$ cat src/rtl/ax25ahe_pkg.sv
// Shared types and constants for the AX.25 address header encoder.
// Used by the top level and by its port checker; depends on nothing.
package ax25ahe_pkg;

  localparam logic [2:0] CALLSIGN_CHARS = 3'd6;
  localparam logic [2:0] POS_MAX        = 3'd7;

  localparam logic [7:0] CHAR_END    = 8'h00;
  localparam logic [7:0] CHAR_HYPHEN = 8'h2D;
  localparam logic [7:0] CHAR_ZERO   = 8'h30;
  localparam logic [7:0] CHAR_NINE   = 8'h39;

  localparam logic [7:0] PAD_BYTE   = 8'h40;
  localparam logic [7:0] ADDR_BASE  = 8'hE0;
  localparam logic [7:0] CTRL_UI    = 8'h03;
  localparam logic [7:0] PID_NONE   = 8'hF0;

  typedef struct packed {
    logic [7:0] ch;
    logic       end_of_address;
    logic       last_address;
    logic       parse_ssid;
    logic [3:0] ssid_value;
  } chr_item_t;

  typedef struct packed {
    logic [7:0] out_byte;
    logic       run_last;
    logic       header_end;
  } hdr_item_t;

  // Work still owed for one accepted item, unrolled one byte per cycle while the output is not stalled.
  typedef struct packed {
    logic       has_char;
    logic [7:0] char_byte;
    logic [2:0] pads;
    logic       has_addr;
    logic [7:0] addr_byte;
    logic       has_ctrl;
    logic       has_pid;
  } run_t;

endpackage

$ cat src/rtl/ax25_address_header_encoder_top.sv
// An accepted item goes to the run register, then to the output register.
// Throughput: one header byte per cycle while hdr_stall is low; an item that
// gives at most one byte can be taken every such cycle, an end-of-address item
// holds input while the byte sequencer, which sets this figure, unrolls its run.
// Reset (rst, synchronous, active high) clears the address state, the pending
// run and the output valid flag.
module ax25_address_header_encoder_top (
  input  logic                    clk,
  input  logic                    rst,
  input  logic                    chr_valid,
  output logic                    chr_stall,
  input  ax25ahe_pkg::chr_item_t  chr_data,
  output logic                    hdr_valid,
  input  logic                    hdr_stall,
  output ax25ahe_pkg::hdr_item_t  hdr_data
);
  import ax25ahe_pkg::*;

  logic [2:0] text_position, text_position_next;
  logic [2:0] emitted_chars, emitted_chars_next;
  logic       hyphen_seen, hyphen_seen_next;
  logic       digits_stopped, digits_stopped_next;
  logic       text_ended, text_ended_next;
  logic [7:0] ssid_accumulator, ssid_accumulator_next;

  run_t       run, run_next, run_load, run_rest;
  logic       char_emit, is_digit, chr_accept;
  logic       out_free, run_busy, rest_busy;
  logic [3:0] ssid;
  logic [7:0] acc_step;
  hdr_item_t  hdr_next;

  // Address state update for the item on the input channel.
  always_comb begin
    text_position_next    = text_position;
    emitted_chars_next    = emitted_chars;
    hyphen_seen_next      = hyphen_seen;
    digits_stopped_next   = digits_stopped;
    text_ended_next       = text_ended;
    ssid_accumulator_next = ssid_accumulator;
    char_emit             = 1'b0;
    is_digit = (chr_data.ch >= CHAR_ZERO) && (chr_data.ch <= CHAR_NINE);
    acc_step = {ssid_accumulator[4:0], 3'b000} + {ssid_accumulator[6:0], 1'b0}
             + {4'b0000, chr_data.ch[3:0]};

    if (!text_ended) begin
      if (chr_data.ch == CHAR_END) begin
        text_ended_next = 1'b1;
      end else if (chr_data.parse_ssid) begin
        if (!hyphen_seen) begin
          if (text_position < CALLSIGN_CHARS) begin
            if (chr_data.ch == CHAR_HYPHEN) begin
              hyphen_seen_next = 1'b1;
            end else begin
              char_emit = emitted_chars < CALLSIGN_CHARS;
            end
          end
        end else if (!digits_stopped && text_position <= CALLSIGN_CHARS) begin
          if (is_digit) begin
            ssid_accumulator_next = acc_step;
          end else begin
            digits_stopped_next = 1'b1;
          end
        end
      end else if (text_position < CALLSIGN_CHARS) begin
        char_emit = emitted_chars < CALLSIGN_CHARS;
      end
    end

    emitted_chars_next = emitted_chars + {2'b00, char_emit};
    if (text_position < POS_MAX) begin
      text_position_next = text_position + 3'd1;
    end

    ssid = chr_data.parse_ssid ? ssid_accumulator_next[3:0] : chr_data.ssid_value;

    run_load           = '0;
    run_load.has_char  = char_emit;
    run_load.char_byte = {chr_data.ch[6:0], 1'b0};
    run_load.addr_byte = ADDR_BASE | {3'b000, ssid, chr_data.last_address};

    if (chr_data.end_of_address) begin
      run_load.pads       = CALLSIGN_CHARS - emitted_chars_next;
      run_load.has_addr   = 1'b1;
      run_load.has_ctrl   = chr_data.last_address;
      run_load.has_pid    = chr_data.last_address;
      text_position_next    = '0;
      emitted_chars_next    = '0;
      hyphen_seen_next      = 1'b0;
      digits_stopped_next   = 1'b0;
      text_ended_next       = 1'b0;
      ssid_accumulator_next = '0;
    end
  end

  // Byte sequencer: pick the next byte of the pending run.
  always_comb begin
    run_rest = run;
    hdr_next = '0;
    if (run.has_char) begin
      hdr_next.out_byte = run.char_byte;
      run_rest.has_char = 1'b0;
    end else if (run.pads != 3'd0) begin
      hdr_next.out_byte = PAD_BYTE;
      run_rest.pads     = run.pads - 3'd1;
    end else if (run.has_addr) begin
      hdr_next.out_byte = run.addr_byte;
      run_rest.has_addr = 1'b0;
    end else if (run.has_ctrl) begin
      hdr_next.out_byte = CTRL_UI;
      run_rest.has_ctrl = 1'b0;
    end else begin
      hdr_next.out_byte   = PID_NONE;
      hdr_next.header_end = 1'b1;
      run_rest.has_pid    = 1'b0;
    end
    run_busy  = run.has_char || (run.pads != 3'd0) || run.has_addr
             || run.has_ctrl || run.has_pid;
    rest_busy = run_rest.has_char || (run_rest.pads != 3'd0) || run_rest.has_addr
             || run_rest.has_ctrl || run_rest.has_pid;
    hdr_next.run_last = !rest_busy;
  end

  assign out_free   = !hdr_valid || !hdr_stall;
  assign chr_stall  = run_busy && !(out_free && !rest_busy);
  assign chr_accept = chr_valid && !chr_stall;

  always_comb begin
    run_next = run;
    if (chr_accept) begin
      run_next = run_load;
    end else if (out_free && run_busy) begin
      run_next = run_rest;
    end
  end

  always_ff @(posedge clk) begin
    if (rst) begin
      text_position    <= '0;
      emitted_chars    <= '0;
      hyphen_seen      <= 1'b0;
      digits_stopped   <= 1'b0;
      text_ended       <= 1'b0;
      ssid_accumulator <= '0;
      run              <= '0;
      hdr_valid        <= 1'b0;
    end else begin
      if (chr_accept) begin
        text_position    <= text_position_next;
        emitted_chars    <= emitted_chars_next;
        hyphen_seen      <= hyphen_seen_next;
        digits_stopped   <= digits_stopped_next;
        text_ended       <= text_ended_next;
        ssid_accumulator <= ssid_accumulator_next;
      end
      run <= run_next;
      if (out_free) begin
        hdr_valid <= run_busy;
      end
    end
  end

  always_ff @(posedge clk) begin
    if (out_free && run_busy) begin
      hdr_data <= hdr_next;
    end
  end

endmodule

$ cat config.mk
export PLATFORM = sky130hd
export DESIGN_NAME = ax25_address_header_encoder_top
export DESIGN_NICKNAME = d
export VERILOG_FILES = /design/src/rtl/ax25ahe_pkg.sv /design/src/rtl/ax25_address_header_encoder_top.sv
export SDC_FILE = /design/constraint.sdc
export NUM_CORES = 1
export LEC_CHECK = 0
export BUFFER_PORTS_ARGS = -buffer_cell sky130_fd_sc_hd__buf_2
export CORE_MARGIN = 3
export CORE_UTILIZATION = 45
export DETAILED_ROUTE_END_ITERATION = 10
export GPL_ROUTABILITY_DRIVEN = 0
export HOLD_SLACK_MARGIN = 0.1
export SLEW_MARGIN = 20
export SYNTH_ARGS = -nofsm -noshare
export SYNTH_HDL_FRONTEND = slang
export SYNTH_SLANG_ARGS = --single-unit
export TNS_END_PERCENT = 10
$ cat constraint.sdc
create_clock -name clk -period 5.55 [get_ports clk]
set_input_delay 0.2775 -clock clk [delete_from_list [all_inputs] [get_ports clk]]
set_output_delay 0.2775 -clock clk [all_outputs]
set_load 0.02 [all_outputs]
== Word level (Yosys, flattened, before mapping) ==
Cells that the tools add are included.
Cells by class
  add/sub/neg operators: 6
  order comparisons: 6
  eq/ne operators: 4
  muxes and demuxes: 51
  reductions and logical operators: 33
Operator list (number)
  2-to-1 mux 23 bit: 2
  2-to-1 mux 5 bit: 7
  2-to-1 mux 8 bit: 4
  2-to-1 mux 1 bit: 27
  2-to-1 mux 3 bit: 4
  2-to-1 mux 4 bit: 3
  nonzero test 2 bit: 5
  less-than comparator 3 bit, second input constant: 3
  == test 8 x 6 -> 1 bit, second input constant: 1
  greater-or-equal comparator 8 x 6 -> 1 bit, second input constant: 1
  <= comparator 8 x 6 -> 1 bit, second input constant: 1
  zero test 8 bit: 1
  logical OR 1 bit: 8
  2-to-1 mux 2 bit: 4
  AND reduction 7 bit: 1
  logical AND 1 bit: 6
  zero test 1 bit: 6
  inequality test 2 bit, second input constant: 3
  nonzero test 3 bit: 2
  adder 5 x 4 -> 5 bit: 1
  adder 5 bit: 1
  AND reduction 4 bit: 1
  adder 3 x 1 -> 3 bit: 1
  adder 3 x 1 -> 3 bit, second input constant: 1
  other kinds (6): 6
Word-level totals
  bits in registers: 46
  output and inout port bits: 12
  logic and storage cells: 118

== Logic depth before layout (Yosys ltp) ==
  word-level depth: 14
  depth in mapped cells: 11

== Least setup slack after synthesis ==
Ideal clock, no wire load.
  kind: input -> register
  start point: in chr_data[13] (netlist name)
  end point: reg run[13] (netlist name)
  library setup time: 0.076 ns
  data arrival time: 2.464 ns
  data required time: 5.474 ns
  path slack: 3.010 ns
  cell stages on the path: 11
  path buffers: 0
  cell sequence: nor4_1 -> a21oi_1 -> nand3_1 -> a21oi_1 -> ha_1 -> ha_1 -> ha_1 -> xnor2_1 -> xnor2_1 -> a221oi_1 -> a21boi_0
Between the ends
  cells in the longest elaborated chain, start to end: 11
  elaborated cells on any way between the ends: 12
  those cells by class: add/sub: 2; eq/ne: 1; mux: 8; reduce/logical: 1
Ends and longest elaborated chain
  start: declaration: line ax25_address_header_encoder_top.sv:12  | input ax25ahe_pkg::chr_item_t chr_data,
  == test 8 x 6 -> 1 bit: line ax25_address_header_encoder_top.sv:52  | if (chr_data.ch == CHAR_HYPHEN) begin
  2-to-1 mux 1 bit: line ax25_address_header_encoder_top.sv:52
  2-to-1 mux 1 bit: line ax25_address_header_encoder_top.sv:51  | if (text_position < CALLSIGN_CHARS) begin
  2-to-1 mux 1 bit: line ax25_address_header_encoder_top.sv:50  | if (!hyphen_seen) begin
  2-to-1 mux 1 bit: line ax25_address_header_encoder_top.sv:49  | end else if (chr_data.parse_ssid) begin
  2-to-1 mux 1 bit *: line ax25_address_header_encoder_top.sv:47  | if (chr_data.ch == CHAR_END) begin
  2-to-1 mux 1 bit *: line ax25_address_header_encoder_top.sv:46  | if (!text_ended) begin
  adder 3 x 1 -> 3 bit *: line ax25_address_header_encoder_top.sv:70  | emitted_chars_next = emitted_chars + {2'b00, char_emit};
  subtractor 3 bit *: line ax25_address_header_encoder_top.sv:83  | run_load.pads = CALLSIGN_CHARS - emitted_chars_next;
  2-to-1 mux 4 bit *: line ax25_address_header_encoder_top.sv:82  | if (chr_data.end_of_address) begin
  2-to-1 mux 23 bit *: line ax25_address_header_encoder_top.sv:130  | if (chr_accept) begin
  end signal: assignment: line ax25_address_header_encoder_top.sv:156  | run <= run_next;
  end: declaration: line ax25_address_header_encoder_top.sv:26  | run_t run, run_next, run_load, run_rest;
Mark *: on every way between the ends. The rest lies on a longest branch, timed or not.
A chain may end at the register's enable or synchronous reset.

== Worst setup path in the final report ==
  start point: reg run[11] (netlist name)
  end point: out chr_stall
Between the ends
  cells in the longest elaborated chain, start to end: 11
  elaborated cells on any way between the ends: 19
  those cells by class: add/sub: 1; mux: 5; reduce/logical: 13
Ends and longest elaborated chain
  subtractor 3 x 1 -> 3 bit / nonzero test 3 bit (equally long branches): line ax25_address_header_encoder_top.sv:105, ax25_address_header_encoder_top.sv:103, ax25_address_header_encoder_top.sv:117
  2-to-1 mux 3 bit: line ax25_address_header_encoder_top.sv:103  | end else if (run.pads != 3'd0) begin
  2-to-1 mux 4 bit: line ax25_address_header_encoder_top.sv:100  | if (run.has_char) begin
  nonzero test 3 bit: line ax25_address_header_encoder_top.sv:119  | rest_busy = run_rest.has_char || (run_rest.pads != 3'd0) || run_rest.has_addr
  logical OR 1 bit: line ax25_address_header_encoder_top.sv:119
  logical OR 1 bit (2 in a row): line ax25_address_header_encoder_top.sv:120  | || run_rest.has_ctrl || run_rest.has_pid;
  zero test 1 bit: line ax25_address_header_encoder_top.sv:125  | assign chr_stall = run_busy && !(out_free && !rest_busy);
  logical AND 1 bit: line ax25_address_header_encoder_top.sv:125
  zero test 1 bit: line ax25_address_header_encoder_top.sv:125
  logical AND 1 bit *: line ax25_address_header_encoder_top.sv:125
  end: declaration: line ax25_address_header_encoder_top.sv:11  | output logic chr_stall,
Marks and branches as above.

==> impl_metrics.ini <==
[status]
status = completed

[detailed_routing]
drc = 0
dr.pass1.iters = 4
route.met3.wl_um = 279
drtIter0Drc = 140
top_layer_used = met4
wirelength_met1_mm = 2.96
ant_nets = 0
met2_length_mm = 2.73
drt-total-wl_mm = 6.05
vias = 2209
vias_per_cell = 5.84
wl_per_cell_um = 16.0

[synth]
seq_area_frac_synth_pct = 38.3
synth.avg_cell_area_um2 = 8.83
ys_ff_latch = 44
syn_inst = 290
ys_warn_count = 0
synth_edf_count = 10
yosysTopAreaCellShare_pct = 26.6
ys_types = 62
synth_nets = 319
netlist_area_um2 = 2560
synth_ff_type = dfxtp_1
synthTopCellsByCount = 34 x dfxtp_1, 30 x a21oi_1, 22 x nand3_1, 21 x nand2_1, 18 x inv_1
async_flop_share_pct = 0
synth.most_common_cell = dfxtp_1
synth_area_leaders = dfxtp_1 27%, edfxtp_1 12%, a21oi_1 5.9%
yosys.area.top_type = dfxtp_1

[clock_network]
ctsResizeCount = 0
h-tree-depth = 2
numCtsBuffers = 5
hold_buffers = 0
insertion_delay_ns = 0.30
root_buffer = clkbuf_8
post-cts-setup-buffers = 0
cts_tree = yes
clkSlewWorstSetupHoldPaths_ns = 0.09
cts_buffer_depth = 2
cts_sinks = 44

[min_path]
min_from = chr_data[3]
hold_class = input pin to flop
hold_path_end = run[6]
hold_depth = 3

[floorplan]
die_h_um = 81.4
die_x_um = 81.4
core_um2 = 5300
start_util_pct = 48.3
pin_count = 31
die_area_um2 = 6630
row_count = 26

[power_and_ir_drop]
totalPowerFinal_mw = 1.68
seqPwrFrac_pct = 31.7
switching_power_uw = 787
p_per_area_nw_per_um2 = 596
internal_power_uw = 894
sw_frac_of_total_pct = 46.8
combPwrFrac_pct = 53.2
peakVddDrop_v = 0.000281
p_clk_share_pct = 15.1
leakage_nw = 1.05

[placed_design]
post-place-ws_ns = 2.44
io_buffers = 30
placed_cells = 370
dp_hpwl_mm = 4.21
place_area_um2 = 2700

[layout]
fin_cells = 378
area_growth_pct = 10.1
fin_area_um2 = 2820
drive_gt1_share_pct = 16.2
n_antenna_cell = 0
nets = 336

[grt]
grt_antenna_before_repair = 0
overflow = 0
grtUsageTotal_pct = 19.7
first_global_vias = 2125
grt_max_degree = 40
grt_pass1_wl_mm = 10.1

[worst_setup_path]
crit_type = flop to primary output
arrival_ns = 2.91
r2r_cells = 8
r2r_start = run[11]
critical_path.startpoint_type = flop
worst-path-max-fanout = 20
r2r_end = run[0]
rrSetupSlack_ns = 2.39
critPathRequiredTime_ns = 5.27
cp-end-kind = primary output

[timing]
tightest_slew_ns = 0.752
post-route-period-util_pct = 57.5
rsz0062_at_grt = no
period_minus_slack_ns = 3.19
fin_ws_ns = 2.36
finalSetupViolCount = 0
final_hold_viol_count = 0
fmax_mhz = 314
slew_headroom_pct = 49.8
final.setup.tns_ns = 0
slew_viol_final = 0
clock_skew_ns = 0.00829

[run]
cap_viol_max_count = 0
-- layout by cell type (no fill, tap or decap), types with 4 or more instances in the layout --
| cell type | netlist | routed |
|---|---|---|
| dfxtp_1 | 34 | 34 |
| a21oi_1 | 30 | 30 |
| buf_2 | 2 | 30 |
| nand3_1 | 22 | 22 |
| nand2_1 | 21 | 21 |
| inv_1 | 18 | 18 |
| o211ai_1 | 16 | 16 |
| o21ai_0 | 13 | 13 |
| nor2_1 | 12 | 12 |
| ha_1 | 10 | 10 |
| edfxtp_1 | 10 | 10 |
| xnor2_1 | 6 | 6 |
| o32ai_1 | 6 | 6 |
| nor2b_1 | 5 | 5 |
| clkbuf_8 | 0 | 5 |
| nand2b_1 | 4 | 4 |
| a221oi_1 | 4 | 4 |
-- layout make-up --
class                           count  area (µm²)
Multi-Input combinational cell    207        1410
Clock inverter                      3        47.5
Inverter                           19        71.3
Timing Repair Buffer               30         150
Tap cell                           70        87.6
Sequential cell                    44         981
Clock buffer                        5        68.8
Fill cell                         480        2480
-- registers in the layout, indices dropped and copies added (netlist names) --
| signal | count |
|---|---|
| text_position | 3 |
| hdr_valid | 1 |
| hyphen_seen | 1 |
| digits_stopped | 1 |
| ssid_accumulator | 4 |
| emitted_chars | 3 |
| run | 20 |
| hdr_data | 10 |
| text_ended | 1 |
-- power by group through the flow --
stage               registers [mW]  logic [mW]  clock network [mW]
finish                       0.533       0.894               0.253
global route                 0.549       0.998               0.276
CTS                          0.532       0.895               0.262
detailed placement           0.539       0.892                   0
global placement             0.539       0.888                   0
floorplan                    0.566       0.705                   0
-- worst max-delay path, cell delays in order, from the launching register on --
cell and delay [ns]:
dfxtp_1 0.37, inv_2 0.10, ha_1 0.20, or3b_1 0.50
or2_4 0.34, nor2_4 0.15, and3_1 0.67, nor2_1 0.10
buf_2 0.19
-- routing by layer --
metal	up-vias	global-route usage [%]
met5	-	0
met4	0	4.90
met3	7	3.95
met2	55	32.2
met1	1017	26.7
li1	1130	-
-- cell families (layout without fill, tap and decap cells) --
kind of cell	count (synthesis)	count (layout)	synth area share [%]
flip-flops	44	44	38.3
XOR/XNOR	6	6	2.05
buffers and inverters	39	57	6.55
multiplexers	2	2	0.830
adder cells (fa/ha/maj)	10	10	4.89
AND/OR/NAND/NOR	86	86	18.0
AO/OA/AOI/OAI	103	103	29.4
-- metrics by stage --
step / hold WS (ns) / utilization (%)
2_1_floorplan: 0.415 / -
3_3_place_gp: 0.434 / 51.0
3_5_place_dp: 0.443 / 51.0
4_1_cts: 0.253 / 53.2
5_1_grt: 0.272 / 53.2
6_report: 0.263 / 53.2
-- worst max path at each step --
stage | end | from | cells past startpoint | slack [ns]
after global routing | chr_stall | run[11] | 8 | 2.15
final | chr_stall | run[11] | 8 | 2.36
after detailed placement | run[0] | run[11] | 8 | 2.44
after global placement | run[0] | run[11] | 8 | 2.53
after floorplan | run[13] | chr_data[13] | 11 | 3.01
after CTS | chr_stall | run[11] | 8 | 2.38
Note: power is estimated with default switching activity, not from simulation.
